$ cat src/sv/border_pixel_kmeans_clustering_core_macros.svh
// ----------------------------------------------------------------------------
// border pixel k-means macros
// assertion helpers used by the core rtl file
// ----------------------------------------------------------------------------
`ifndef BORDER_PIXEL_KMEANS_CLUSTERING_CORE_MACROS_SVH
`define BORDER_PIXEL_KMEANS_CLUSTERING_CORE_MACROS_SVH

// same-cycle implication
`define BPKM_ASSERT_IMP(lbl, clk, rst_n, ante, cons) \
  lbl: assert property (@(posedge clk) disable iff (!rst_n) (ante) |-> (cons)) \
    else $error("bpkm assertion failed");

// next-cycle implication
`define BPKM_ASSERT_NXT(lbl, clk, rst_n, ante, cons) \
  lbl: assert property (@(posedge clk) disable iff (!rst_n) (ante) |=> (cons)) \
    else $error("bpkm assertion failed");

`endif

$ cat src/sv/bpkm_pkg.sv
// ----------------------------------------------------------------------------
// bpkm_pkg
// types, constants and helpers of the border pixel k-means core
// ----------------------------------------------------------------------------
package bpkm_pkg;

  localparam int unsigned DefMaxPoints = 4096;
  localparam int unsigned DefMaxPasses = 64;
  localparam int unsigned NumClusters  = 3;

  localparam int unsigned DsqW  = 34;
  localparam int unsigned RootW = 17;
  localparam int unsigned MeanW = 16;
  localparam int unsigned VarW  = 32;

  localparam logic [VarW-1:0] StopDelta  = 32'd2560;
  localparam logic [VarW-1:0] FirstStop  = 32'd2304;

  localparam logic [11:0] FrameMin  = 12'd3;
  localparam logic [11:0] FrameMax  = 12'd2048;
  localparam logic [6:0]  BorderMin = 7'd1;
  localparam logic [6:0]  BorderMax = 7'd64;

  localparam logic [11:0] WidthRst  = 12'd640;
  localparam logic [11:0] HeightRst = 12'd480;
  localparam logic [6:0]  BorderRst = 7'd8;

  localparam logic [1:0] CfgFrameWidth  = 2'd0;
  localparam logic [1:0] CfgFrameHeight = 2'd1;
  localparam logic [1:0] CfgBorderSize  = 2'd2;

  localparam logic [1:0] ClusterLast = 2'd2;

  function automatic logic [7:0] chan_byte(input logic [23:0] pix, input logic [1:0] ch);
    logic [7:0] b;
    unique case (ch)
      2'd0:    b = pix[23:16];
      2'd1:    b = pix[15:8];
      default: b = pix[7:0];
    endcase
    return b;
  endfunction

endpackage

$ cat src/sv/bpkm_divider.sv
// ----------------------------------------------------------------------------
// bpkm_divider
// restoring divider, one quotient bit per cycle
// ----------------------------------------------------------------------------
module bpkm_divider #(
  parameter int unsigned NUM_W = 28,
  parameter int unsigned DEN_W = 13
) (
  input  logic                          clk_i,
  input  logic                          rst_ni,
  input  logic                          start_i,
  input  logic [NUM_W-1:0]              num_i,
  input  logic [DEN_W-1:0]              den_i,
  output logic                          busy_o,
  output logic                          done_o,
  output logic [bpkm_pkg::MeanW-1:0]    quot_o
);

  localparam int unsigned CntW = $clog2(NUM_W + 1);

  logic             busy_q, done_q;
  logic [CntW-1:0]  cnt_q;
  logic [NUM_W-1:0] quo_q;
  logic [DEN_W:0]   rem_q;
  logic [DEN_W-1:0] den_q;
  logic [DEN_W:0]   rem_sh;
  logic             fits;

  assign rem_sh = {rem_q[DEN_W-1:0], quo_q[NUM_W-1]};
  assign fits   = rem_sh >= {1'b0, den_q};

  always_ff @(posedge clk_i or negedge rst_ni) begin
    if (!rst_ni) begin
      busy_q <= 1'b0;
      done_q <= 1'b0;
      cnt_q  <= '0;
    end else begin
      done_q <= busy_q && (cnt_q == CntW'(1));
      if (start_i) begin
        busy_q <= 1'b1;
        cnt_q  <= CntW'(NUM_W);
      end else if (busy_q) begin
        cnt_q <= cnt_q - CntW'(1);
        if (cnt_q == CntW'(1)) begin
          busy_q <= 1'b0;
        end
      end
    end
  end

  always_ff @(posedge clk_i) begin
    if (start_i) begin
      quo_q <= num_i;
      rem_q <= '0;
      den_q <= den_i;
    end else if (busy_q) begin
      rem_q <= fits ? rem_sh - {1'b0, den_q} : rem_sh;
      quo_q <= {quo_q[NUM_W-2:0], fits};
    end
  end

  assign busy_o = busy_q;
  assign done_o = done_q;
  assign quot_o = quo_q[bpkm_pkg::MeanW-1:0];

endmodule
$ cat config.mk
export PLATFORM = sky130hd
export DESIGN_NAME = bpkm_divider
export DESIGN_NICKNAME = d
export VERILOG_FILES = /design/src/sv/border_pixel_kmeans_clustering_core_macros.svh /design/src/sv/bpkm_pkg.sv /design/src/sv/bpkm_divider.sv
export SDC_FILE = /design/constraint.sdc
export NUM_CORES = 1
export LEC_CHECK = 0
export BUFFER_PORTS_ARGS = -buffer_cell sky130_fd_sc_hd__buf_2
export CORE_ASPECT_RATIO = 1.25
export CORE_UTILIZATION = 52
export CTS_BUF_LIST = sky130_fd_sc_hd__clkbuf_8
export CTS_CLUSTER_DIAMETER = 50
export CTS_CLUSTER_SIZE = 16
export DETAILED_ROUTE_END_ITERATION = 16
export GPL_TIMING_DRIVEN = 0
export HOLD_SLACK_MARGIN = 0.08
export PLACE_DENSITY = 0.78
export SLEW_MARGIN = 10
export SYNTH_ARGS = -nofsm -noshare
export SYNTH_HDL_FRONTEND = slang
export SYNTH_SLANG_ARGS = --single-unit
$ cat constraint.sdc
create_clock -name clk_i -period 2.3 [get_ports clk_i]
set_clock_uncertainty 0.15 [all_clocks]
set_input_delay 0.345 -clock clk_i [delete_from_list [all_inputs] [get_ports clk_i]]
set_output_delay 0.345 -clock clk_i [all_outputs]
set_load 0.03 [all_outputs]
==> results.toml <==
[cells_and_area]
final_cell_mix = "buf_2 (62), edfxtp_1 (41), mux2_2 (28)"
stdcell_area_sq_um = 4410
final_nets = 450
drive_gt1_share_pct = 45.1
syn_to_final_growth_pct = 31.2
final_common_cell = "buf_2"
n_antenna_cell = 0

[detailed_routing]
via_per_inst = 5.47
drc_errors = 0
dr.first_iter.drc_count = 151
dr.pass1.iters = 4
antenna_left = 0
wl_um = 7460
wl_per_cell_um = 15.5
vias = 2624

[sta]
worst_pin_slew_ns = 0.692
fmax_mhz = 408
finalSetupViolations = 14
period_needed_ns = 2.45
period_share_pct = 107
hold_viol = 0
setup_slack_ns = -0.154
slew_violations = 0
rsz0062_at_grt = "yes"
holdWs_ns = 0.156
relSlewSlack_pct = 53.9

[die]
io_pins = 62
initial_core_util_pct = 54.1
die_x_um = 73.9
die_height_um = 91.8
core.rowCount = 32
die_area_sq_um = 6780
core_area_sq_um = 6210

[status]
outcome = "complete, but fails checks"
violations = "setup timing"

[setup_path]
end_kind = "register"
path_class = "reg -> reg"
critPathRequiredTime_ns = 2.41
cp_data_arrival_time_ns = 2.56
cp_max_fo = 7
cp-start-kind = "register"

[power_and_ir_drop]
p_leak_uw = 0.00189
powerDensity_nw_per_um2 = 1040
vdd_drop_max_v = 0.000587

[place]
dp_hpwl_um = 4740
routabilityCongestion = 0.852
io_buffers = 61
dpl_cell_area_sq_um = 3780

[global_route]
grt_pass1_wl_um = 11600
grt_use_total_pct = 22.7
antenna_found_initial = 0
overflow = 0
grt_pass1_vias = 2651
grt_max_degree = 29

[synth]
yosysTopAreaCell = "edfxtp_1"
synth_top_cell_area_share_pct = 36.7
synth_area_leaders = "edfxtp_1 (37%), mux2_2 (9.7%), dfxtp_1 (7.8%), ha_1 (5.6%), dfrtp_1 (5.2%)"
synth_nets = 354
synth-async-reset-ratio_pct = 11.5
synthFlopType = "edfxtp_1"
syn_inst = 294
yosysSeqAreaShare_pct = 49.6
syn-cell-area_sq_um = 3360
synth_edf_count = 41
synth_seq_cells = 61
ys_types = 57
ys_warn_count = 0
postSynthAreaPerCell_sq_um = 11.4

[job]
drv_cap = 0

[clock_tree]
clockRootBuffer = "clkbuf_8"
tritoncts = "built"
clk_pin_slew_ns = 0.07
htreeDepth = 3
clk_latency_ns = 0.34
numCtsBuffers = 9
cts_buffer_depth = 2
clock_sinks = 61

[min_path]
hp-class = "in -> reg"
final timing paths:
kind / start / endpoint / slack, ns / cells after the start
setup / recovery: den_q[5] / rem_q[9] / -0.15 / 9
hold / removal: num_i[4] / quo_q[4] / 0.16 / 2
setup reg to reg: den_q[5] / rem_q[9] / -0.15 / 9
hold reg to reg: rem_q[10] / rem_q[10] / 0.36 / 2
max in group asynchronous: rst_ni / done_o / 1.64 / 2
min in group asynchronous: rst_ni / cnt_q[4] / 0.21 / 2
logic make-up after synthesis:
logic type | synth area share [%]
buffers and inverters | 7.98
DFF | 49.6
and+or+nand+nor | 10.0
AOI/OAI and AO/OA | 12.7
muxes | 10.3
adders and majority gates | 6.19
xor gates and xnor gates | 3.13
synthesized netlist by cell type (all sizes together), types with 7 or more instances:
cell and n:
a21oi 11, a311oi 12, buf 21, clkbuf 10
dfrtp 7, dfxtp 13, edfxtp 41, ha 15
inv 19, mux2 29, nand2 10, nand3 16
nor2 16, o21ai 14, xnor2 8
per-stage QoR:
stage	cells	power, uW	utilization (%)	TNS [ns]	worst slack (ns)
2_1_floorplan	294	2800	-	-0.561	-0.0741
3_3_place_gp	440	3110	60.9	-13.33	-0.354
3_5_place_dp	440	3140	60.9	-14.59	-0.387
4_1_cts	477	4270	67.8	-2.13	-0.170
5_1_grt	480	4800	71.0	-3.29	-0.267
6_report	480	4570	71.0	-1.87	-0.154
registers in the layout (all words and copies together) (netlist names):
name	cells
rem_q	13
done_o	1
den_q	13
quo_q	28
busy_o	1
cnt_q	5
power by group:
group          internal, uW  total [uW]  switching, uW  leakage, uW
Clock                   595        1010            414     0.000109
Combinational           953        2040           1080      0.00117
Sequential             1380        1520            145     0.000608
critical path: stages (launching register included):
cell and delay, ns:
edfxtp_1 0.33, inv_1 0.05, ha_2 0.40, nand4_1 0.13, or3_4 0.38, a21o_4 0.26
buf_4 0.14, buf_4 0.12, a22o_1 0.21, a311oi_2 0.21
per-layer routing:
metal | global-route usage [%] | share of wire [%] | routed length, um | vias up
li1 | - | - | - | 1266
met5 | 0 | 0 | 0 | -
met2 | 39.3 | 52 | 3910 | 74
met4 | 9.46 | 2.4 | 179 | 0
met1 | 25.9 | 41 | 3040 | 1265
met3 | 6.04 | 4.4 | 330 | 19
final cells by class:
class | instances | area (sq um)
plain buffers | 30 | 198
clock buffers | 9 | 124
clock inverters | 7 | 81.3
fillers | 446 | 1800
inverters | 20 | 75.1
multi-input cells | 182 | 1610
flip-flops and latches | 61 | 1670
well taps | 85 | 106
repair buffers | 86 | 549
timing repair:
action	in CTS	in global routing
hold endpoints to repair	20	0
gates cloned	0	2
setup endpoints to repair	42	14
pin swaps	5	17
hold buffers	14	0
setup buffers	7	2
gates resized for setup	10	32
Power figures use the tool's default switching activity.
