## src/sv/border_pixel_kmeans_clustering_core_macros.svh

```systemverilog
// ----------------------------------------------------------------------------
// border pixel k-means macros
// assertion helpers used by the core rtl file
// ----------------------------------------------------------------------------
`ifndef BORDER_PIXEL_KMEANS_CLUSTERING_CORE_MACROS_SVH
`define BORDER_PIXEL_KMEANS_CLUSTERING_CORE_MACROS_SVH

// same-cycle implication
`define BPKM_ASSERT_IMP(lbl, clk, rst_n, ante, cons) \
  lbl: assert property (@(posedge clk) disable iff (!rst_n) (ante) |-> (cons)) \
    else $error("bpkm assertion failed");

// next-cycle implication
`define BPKM_ASSERT_NXT(lbl, clk, rst_n, ante, cons) \
  lbl: assert property (@(posedge clk) disable iff (!rst_n) (ante) |=> (cons)) \
    else $error("bpkm assertion failed");

`endif

```

## src/sv/bpkm_pkg.sv

```systemverilog
// ----------------------------------------------------------------------------
// bpkm_pkg
// types, constants and helpers of the border pixel k-means core
// ----------------------------------------------------------------------------
package bpkm_pkg;

  localparam int unsigned DefMaxPoints = 4096;
  localparam int unsigned DefMaxPasses = 64;
  localparam int unsigned NumClusters  = 3;

  localparam int unsigned DsqW  = 34;
  localparam int unsigned RootW = 17;
  localparam int unsigned MeanW = 16;
  localparam int unsigned VarW  = 32;

  localparam logic [VarW-1:0] StopDelta  = 32'd2560;
  localparam logic [VarW-1:0] FirstStop  = 32'd2304;

  localparam logic [11:0] FrameMin  = 12'd3;
  localparam logic [11:0] FrameMax  = 12'd2048;
  localparam logic [6:0]  BorderMin = 7'd1;
  localparam logic [6:0]  BorderMax = 7'd64;

  localparam logic [11:0] WidthRst  = 12'd640;
  localparam logic [11:0] HeightRst = 12'd480;
  localparam logic [6:0]  BorderRst = 7'd8;

  localparam logic [1:0] CfgFrameWidth  = 2'd0;
  localparam logic [1:0] CfgFrameHeight = 2'd1;
  localparam logic [1:0] CfgBorderSize  = 2'd2;

  localparam logic [1:0] ClusterLast = 2'd2;

  function automatic logic [7:0] chan_byte(input logic [23:0] pix, input logic [1:0] ch);
    logic [7:0] b;
    unique case (ch)
      2'd0:    b = pix[23:16];
      2'd1:    b = pix[15:8];
      default: b = pix[7:0];
    endcase
    return b;
  endfunction

endpackage

```

## src/sv/bpkm_isqrt.sv

```systemverilog
// ----------------------------------------------------------------------------
// bpkm_isqrt
// integer square root, two radicand bits per cycle
// ----------------------------------------------------------------------------
module bpkm_isqrt (
  input  logic                         clk_i,
  input  logic                         rst_ni,
  input  logic                         start_i,
  input  logic [bpkm_pkg::DsqW-1:0]    value_i,
  output logic                         busy_o,
  output logic                         done_o,
  output logic [bpkm_pkg::RootW-1:0]   root_o
);

  localparam int unsigned W = bpkm_pkg::DsqW;

  logic         busy_q, done_q;
  logic [W-1:0] v_q, r_q, bit_q;
  logic [W-1:0] trial;

  assign trial = r_q + bit_q;

  always_ff @(posedge clk_i or negedge rst_ni) begin
    if (!rst_ni) begin
      busy_q <= 1'b0;
      done_q <= 1'b0;
    end else begin
      done_q <= busy_q && bit_q[0];
      if (start_i) begin
        busy_q <= 1'b1;
      end else if (busy_q && bit_q[0]) begin
        busy_q <= 1'b0;
      end
    end
  end

  always_ff @(posedge clk_i) begin
    if (start_i) begin
      v_q   <= value_i;
      r_q   <= '0;
      bit_q <= W'(1) << (W - 2);
    end else if (busy_q) begin
      if (v_q >= trial) begin
        v_q <= v_q - trial;
        r_q <= (r_q >> 1) + bit_q;
      end else begin
        r_q <= r_q >> 1;
      end
      bit_q <= bit_q >> 2;
    end
  end

  assign busy_o = busy_q;
  assign done_o = done_q;
  assign root_o = r_q[bpkm_pkg::RootW-1:0];

endmodule

```

## config.mk

```make
export PLATFORM = sky130hd
export DESIGN_NAME = bpkm_isqrt
export DESIGN_NICKNAME = d
export VERILOG_FILES = /design/src/sv/border_pixel_kmeans_clustering_core_macros.svh /design/src/sv/bpkm_pkg.sv /design/src/sv/bpkm_isqrt.sv
export SDC_FILE = /design/constraint.sdc
export NUM_CORES = 1
export LEC_CHECK = 0
export BUFFER_PORTS_ARGS = -buffer_cell sky130_fd_sc_hd__buf_2
export CORE_MARGIN = 2
export CORE_UTILIZATION = 50
export CTS_CLUSTER_SIZE = 12
export DETAILED_ROUTE_END_ITERATION = 10
export PLACE_DENSITY = 0.68
export SLEW_MARGIN = 30
export SYNTH_ARGS = -nofsm -noshare
export SYNTH_HDL_FRONTEND = slang
export SYNTH_SLANG_ARGS = --single-unit
```

## constraint.sdc

```tcl
create_clock -name clk_i -period 8.95 [get_ports clk_i]
set_input_delay 1.79 -clock clk_i [delete_from_list [all_inputs] [get_ports clk_i]]
set_output_delay 1.79 -clock clk_i [all_outputs]
set_load 0.02 [all_outputs]
```

==> results of run 1 <==
==> synthesized netlist by cell type (5+ instances only) <==
library cell	number	area (um^2)
sky130_fd_sc_hd__mux2_2	6	67.56
sky130_fd_sc_hd__xor2_1	30	262.8
sky130_fd_sc_hd__buf_1	7	26.28
sky130_fd_sc_hd__nor2b_1	11	68.82
sky130_fd_sc_hd__o21a_1	9	67.56
sky130_fd_sc_hd__a31oi_1	32	200.2
sky130_fd_sc_hd__o31ai_1	8	60.06
sky130_fd_sc_hd__o21bai_1	12	90.09
sky130_fd_sc_hd__a311oi_1	11	96.34
sky130_fd_sc_hd__nor2_1	95	356.6
sky130_fd_sc_hd__o21ai_0	54	270.3
sky130_fd_sc_hd__nand2b_1	5	31.28
sky130_fd_sc_hd__a21o_1	16	120.1
sky130_fd_sc_hd__or3_1	11	68.82
sky130_fd_sc_hd__a21oi_1	58	290.3
sky130_fd_sc_hd__buf_2	7	35.03
sky130_fd_sc_hd__and3_1	5	31.28
sky130_fd_sc_hd__o211ai_1	6	45.04
sky130_fd_sc_hd__inv_1	34	127.6
sky130_fd_sc_hd__a211oi_1	15	112.6
sky130_fd_sc_hd__dfxtp_1	51	1021
sky130_fd_sc_hd__edfxtp_1	34	1021
sky130_fd_sc_hd__a221oi_2	6	90.09
sky130_fd_sc_hd__xnor2_1	36	315.3
sky130_fd_sc_hd__nand3_1	14	70.07
sky130_fd_sc_hd__o21ai_1	23	115.1
sky130_fd_sc_hd__mux2i_1	26	260.3
sky130_fd_sc_hd__clkbuf_1	24	90.09
sky130_fd_sc_hd__nand4_1	19	118.9
sky130_fd_sc_hd__buf_4	17	127.6
sky130_fd_sc_hd__ha_1	70	875.8
sky130_fd_sc_hd__nand2_1	94	352.8
sky130_fd_sc_hd__nor3_1	15	75.07
==> stage by stage <==
stage	hold WS (ns)	std cells	instance area, um^2	worst slack, ns	utilization [%]
floorplan	0.4737	935	7709	2.391	-
global placement	0.4924	1124	7948	3.799	52.47
detailed placement	0.5064	1124	7948	3.704	52.47
CTS	0.5197	1140	8232	3.642	54.35
global route	0.5535	1140	8232	3.224	54.35
finish	0.5186	1140	8232	3.657	54.35
==> state kept, by name (all words and copies together) (netlist names) <==
signal  cells
bit_q      17
busy_o      1
done_o      1
r_q        34
v_q        34
==> cell type report <==
type / instances / area [um^2] / area share (%)
tap: 188 / 235.2 / 2.858
multi-input combinational: 755 / 5176 / 62.88
clock inverter: 4 / 26.28 / 0.3192
sequential: 87 / 2093 / 25.43
clock buffer: 12 / 257.7 / 3.131
timing repair buffer: 60 / 315.3 / 3.830
inverter: 34 / 127.6 / 1.550
==> worst max-delay path, delay by kind of cell (launching register included) <==
kind	cells	cell delay, ns
XOR/XNOR	1	0.15
flip-flops	1	0.44
AND/OR/NAND/NOR	3	0.50
adder cells (fa/ha/maj)	2	0.65
AO/OA/AOI/OAI	11	2.52
buffers and inverters	2	0.85
==> routing by layer <==
| metal | track usage (%) | vias up | part of all wire (%) | wire, um |
|---|---|---|---|---|
| li1 | - | 3475 | - | - |
| met1 | 31.82 | 3139 | 49 | 9248 |
| met2 | 36.33 | 165 | 44 | 8258 |
| met3 | 5.217 | 28 | 5.0 | 937 |
| met4 | 6.658 | 0 | 1.7 | 325 |
| met5 | 0 | - | 0 | 0 |
==> how the worst max path moves through the flow <==
stage	start	endpoint	slack, ns	cells after the start
after CTS	r_q[2]$_SDFFE_PP0P_	r_q[32]$_SDFFE_PP0P_	3.64	19
after floorplan	r_q[2]$_SDFFE_PP0P_	v_q[0]$_DFFE_PP_	2.39	18
after global placement	bit_q[0]$_SDFFE_PP0P_	v_q[30]$_DFFE_PP_	3.80	18
after detailed placement	r_q[2]$_SDFFE_PP0P_	r_q[32]$_SDFFE_PP0P_	3.70	19
final	r_q[2]$_SDFFE_PP0P_	r_q[32]$_SDFFE_PP0P_	3.66	19
after global routing	r_q[2]$_SDFFE_PP0P_	r_q[32]$_SDFFE_PP0P_	3.22	19
==> report_power, final <==
part	internal, mW	leakage, nW	switching, mW
combinational	0.516	2.42	0.843
sequential	0.555	0.785	0.0508
clock	0.206	0.143	0.166
total	1.28	3.35	1.06
==> cells by family (layout without fill, tap and decap cells) <==
family	count (synthesis)	after routing	share of synthesized area, %
xor+xnor	66	66	7.499
buf+inv	93	110	5.859
compound gates	295	295	26.21
flops	87	87	27.14
fa+ha+maj	71	71	11.62
simple gates	289	289	17.12
mux	34	34	4.545
==> results.cfg, run 1 <==
[global_route]
grt_usage_pct = 23.10
grt_antenna_before_repair = 0
vias_in_the_first_global_route = 6215
grt_remaining_overflow = 0
pin_count_of_the_biggest_net_entering_global_routing = 72
grt_first_pass_wirelength_mm = 30.39

[synth]
asyncSetResetFlopFracSynth_pct = 2.299
post_synth_inst_count = 935
syn_area_um2 = 7709
dominantRegCellSynth = sky130_fd_sc_hd__dfxtp_1
yosysWarnings = 0
ys_types = 71
number_of_flops_mapped_to_enable_cells_by_yosys = 34
synth_fp_nets = 1043
postSynthRegisterBits = 87
synth_seq_area_share_pct = 27.14
synth_area_per_cell_um2 = 8.245

[die]
num_io_pins = 56
floorplan.die.height_um = 128.2
die_w_um = 128.2
floorplan.core_area_um2 = 15150
start_util_pct = 50.90
die_area_um2 = 16430
row_count = 45

[cts]
register_clock_pin_slew_on_the_reported_worst_setup_and_hold_paths_ns = 0.06
postCtsSetupBuffers = 0
count_of_clock_tree_sinks = 87
cts_tree = done
later_pin_clock_latency_in_the_skew_report_ns = 0.36
cts_made_buffers = 9
clock_path_buffers = 2
post_cts_hold_buffer_count = 0
clock_tree.root_cell = sky130_fd_sc_hd__clkbuf_16
cts-resized-gates = 0
cts_max_level = 3

[detailed_routing]
drtPass1Iterations = 5
route.final.wire_length_mm = 18.77
detail_route.vias_per_cell = 5.971
routed-via-count = 6807
drcViolationCount = 0
drt-wirelength-per-cell_um = 16.46
first_iter_violations = 448
ant_nets = 0

[worst_setup_path]
worstSetupEndpointType = flip-flop
arrival_ns = 5.50
worstSetupStartpointType = flip-flop
worst_r2r_endpoint = r_q[32]$_SDFFE_PP0P_
critical_path_peak_fanout = 63
regToRegSetupSlack_ns = 3.66
crit_type = flip-flop to flip-flop
crit_path_top_delay_cell = sky130_fd_sc_hd__buf_4
data_required_critical_path_ns = 9.16
r2r.worst_path.cells = 19
cell_by_cell_trace_of_the_critical_path = ha_1, a31oi_1, o21bai_1, a211oi_2, o21ai_1, a21oi_1, o21bai_1, a31oi_1, xnor2_1, ha_1, a21oi_1, o211ai_1, nand3_1, nand4_1, o21ai_4, buf_4, inv_1, nand3_1, o221ai_1
slowest_stage_delay_cp_ns = 0.53
crit-reg2reg-launch = r_q[2]$_SDFFE_PP0P_

[layout]
final.fill_count = 1430
most-common-layout-cells = 95 x sky130_fd_sc_hd__nor2_1, 94 x sky130_fd_sc_hd__nand2_1, 70 x sky130_fd_sc_hd__ha_1
nets = 1055
post_route_cells_drive_above_1_share_pct = 11.87
layout.cells.most_common = sky130_fd_sc_hd__nor2_1
area_growth_syn_to_layout_pct = 6.785
n_antenna_cell = 0

[timing]
timing.fmax_mhz = 188.9
timing.slew.headroom_pct = 31.97
clock-skew-final_ns = 0.01457
setup_total_negative_slack_ns = 0
drv_slew = 0
worst_slew_pin_slew_ns = 1.019
final-hold-violation-count = 0
post-route-min-period_ns = 5.293
post-route-period-util_pct = 59.14
finalSetupViolCount = 0
grt_setup_unrepaired = false

[status]
run_status = complete, no violations

[job]
max-cap-violations = 0

[hold_path]
cells_on_worst_hold_path = 2
hold_path.startpoint = r_q[0]$_SDFFE_PP0P_
worstHoldEndpoint = r_q[0]$_SDFFE_PP0P_
worstHoldPathType = flip-flop to flip-flop

[place]
place_hpwl_mm = 13.94
routabilityCongestion = 0.9165
place.port_buffers = 55

[power_and_ir_drop]
report.power.total_mw = 2.337
powerDensity_nw_per_um2 = 284.0
p_leak_nw = 3.350
maximum_resistive_drop_on_vdd_mv = 0.1963
(Power assumes the default switching activity.)
==> run 2, diff against run 1 <==
- clock period: 8.95 -> 5.5 ns (I/O delays scaled with it)
==> results.cfg, run 2 (synthesized netlist as in run 1, its figures left out) <==
[layout]
post_route_cells_drive_above_1_share_pct = 11.96
most-common-layout-cells = 95 x sky130_fd_sc_hd__nor2_1, 94 x sky130_fd_sc_hd__nand2_1, 70 x sky130_fd_sc_hd__ha_1
nets = 1056
multi_input_comb_area_um2 = 5176
layout.cells.most_common = sky130_fd_sc_hd__nor2_1
area_growth_syn_to_layout_pct = 7.223
layout_top_registers = r_q: 34 flops, v_q: 34 flops, bit_q: 17 flops
ff_latch_area_um2 = 2093
n_antenna_cell = 0
final.fill_count = 1425

[detailed_routing]
route.final.wire_length_mm = 18.97
drtPass1Iterations = 5
drcViolationCount = 0
detail_route.vias_per_cell = 5.920
ant_nets = 0
drt-wirelength-per-cell_um = 16.62
routed-via-count = 6755
first_iter_violations = 579

[die]
die_w_um = 128.2
num_io_pins = 56
row_count = 45
floorplan.core_area_um2 = 15150
die_area_um2 = 16430
floorplan.die.height_um = 128.2
start_util_pct = 50.90

[worst_setup_path]
slowest_stage_delay_cp_ns = 0.45
crit_type = flip-flop to flip-flop
critical_path_peak_fanout = 64
crit_path_top_delay_cell = sky130_fd_sc_hd__ha_1
path_delay_family = compound AO/OA/AOI/OAI gates
cell_by_cell_trace_of_the_critical_path = ha_1, a31oi_1, o21bai_1, a211oi_2, o21ai_1, or2_2, a31oi_1, xor2_1, ha_1, nand4_1, o22ai_1, o211ai_1, a41oi_1, o21ai_4, buf_12, o21ai_4, buf_4
worstSetupEndpointType = flip-flop
worstSetupStartpointType = flip-flop
data_required_critical_path_ns = 5.53
critical_path_buf_inv_count = 2
arrival_ns = 5.02

[global_route]
pin_count_of_the_biggest_net_entering_global_routing = 65
vias_in_the_first_global_route = 6131
grt_usage_pct = 23.84
grt_first_pass_wirelength_mm = 31.19
grt_remaining_overflow = 0
grt_antenna_before_repair = 0

[cts]
cts_made_buffers = 9
postCtsSetupBuffers = 0
clock_path_buffers = 2
clock_tree.root_cell = sky130_fd_sc_hd__clkbuf_16
cts_tree = done
cts-resized-gates = 0
register_clock_pin_slew_on_the_reported_worst_setup_and_hold_paths_ns = 0.07
post_cts_hold_buffer_count = 0
later_pin_clock_latency_in_the_skew_report_ns = 0.35
count_of_clock_tree_sinks = 87
cts_max_level = 3

[place]
place_hpwl_mm = 14.03
routabilityCongestion = 0.9093
place.port_buffers = 55

[timing]
finalSetupViolCount = 0
grt_setup_unrepaired = false
post-route-period-util_pct = 90.70
worst_slew_pin_slew_ns = 0.9438
timing.slew.headroom_pct = 36.69
final-hold-violation-count = 0
setup_total_negative_slack_ns = 0
hold_ws_ns = 0.5185
drv_slew = 0
post-route-min-period_ns = 4.989
clock-skew-final_ns = 0.008845
timing.fmax_mhz = 200.5

[job]
max-cap-violations = 0

[hold_path]
worstHoldPathType = flip-flop to flip-flop

[status]
run_status = complete, no violations

[power_and_ir_drop]
report.power.total_mw = 3.867
powerDensity_nw_per_um2 = 467.8
maximum_resistive_drop_on_vdd_mv = 0.3352
p_leak_nw = 3.357
==> run 2: changes by cell type in the layout (fill, tap and decap cells not counted) <==
cell,previous run,this run
sky130_fd_sc_hd__inv_4,2,0
sky130_fd_sc_hd__buf_12,0,1
sky130_fd_sc_hd__inv_1,34,33
sky130_fd_sc_hd__clkbuf_8,0,2
sky130_fd_sc_hd__clkinv_4,1,0
sky130_fd_sc_hd__clkinv_1,0,1
sky130_fd_sc_hd__clkinvlp_4,0,1
==> run 2: metrics by stage <==
stage          cell area [um^2]  util [%]  instances  setup WS [ns]
3_5_place_dp               7968     52.61       1125         0.5533
4_1_cts                    8265     54.57       1141         0.5306
5_1_grt                    8265     54.57       1141        0.04466
3_3_place_gp               7968     52.61       1125         0.6746
6_report                   8265     54.57       1141         0.5114
2_1_floorplan              7712         -        935         0.5185
==> run 2: cell type report <==
class                   count  area share (%)
multi-input cells         755           62.62
flip-flops and latches     87           25.33
repair buffers             61           4.057
clock buffers              14           3.451
well taps                 188           2.846
inverters                  34           1.544
clock inverters             2          0.1514
==> run 2: tightest hold or removal path: stages (launching register included) <==
cell                       delay (ns)
sky130_fd_sc_hd__dfxtp_1         0.33
sky130_fd_sc_hd__nor2_1          0.09
sky130_fd_sc_hd__a311oi_1        0.05
==> run 2: worst paths after layout <==
path,slack (ns),end,from,cells past startpoint
min,0.52,r_q[0]$_SDFFE_PP0P_,r_q[0]$_SDFFE_PP0P_,2
min reg2reg,0.52,r_q[0]$_SDFFE_PP0P_,r_q[0]$_SDFFE_PP0P_,2
min in group asynchronous,0.53,done_o$_DFF_PN0_,rst_ni,1
max,0.51,v_q[23]$_DFFE_PP_,r_q[2]$_SDFFE_PP0P_,17
max in group asynchronous,4.87,busy_o$_DFFE_PN0P_,rst_ni,1
max reg2reg,0.51,v_q[23]$_DFFE_PP_,r_q[2]$_SDFFE_PP0P_,17
==> run 2: where the power goes <==
| part | internal (mW) | leakage, nW | switching (mW) |
|---|---|---|---|
| sequential | 0.903 | 0.785 | 0.0821 |
| clock | 0.359 | 0.144 | 0.265 |
| combinational | 0.873 | 2.43 | 1.39 |
==> run 2: routing by layer <==
layer  GRT usage, %  vias up  routed length [um]
li1               -     3486                   -
met2          37.15      175                8294
met1          33.87     3069                9329
met5              0        -                   0
met4          6.658        0                 284
met3          4.341       25                1057
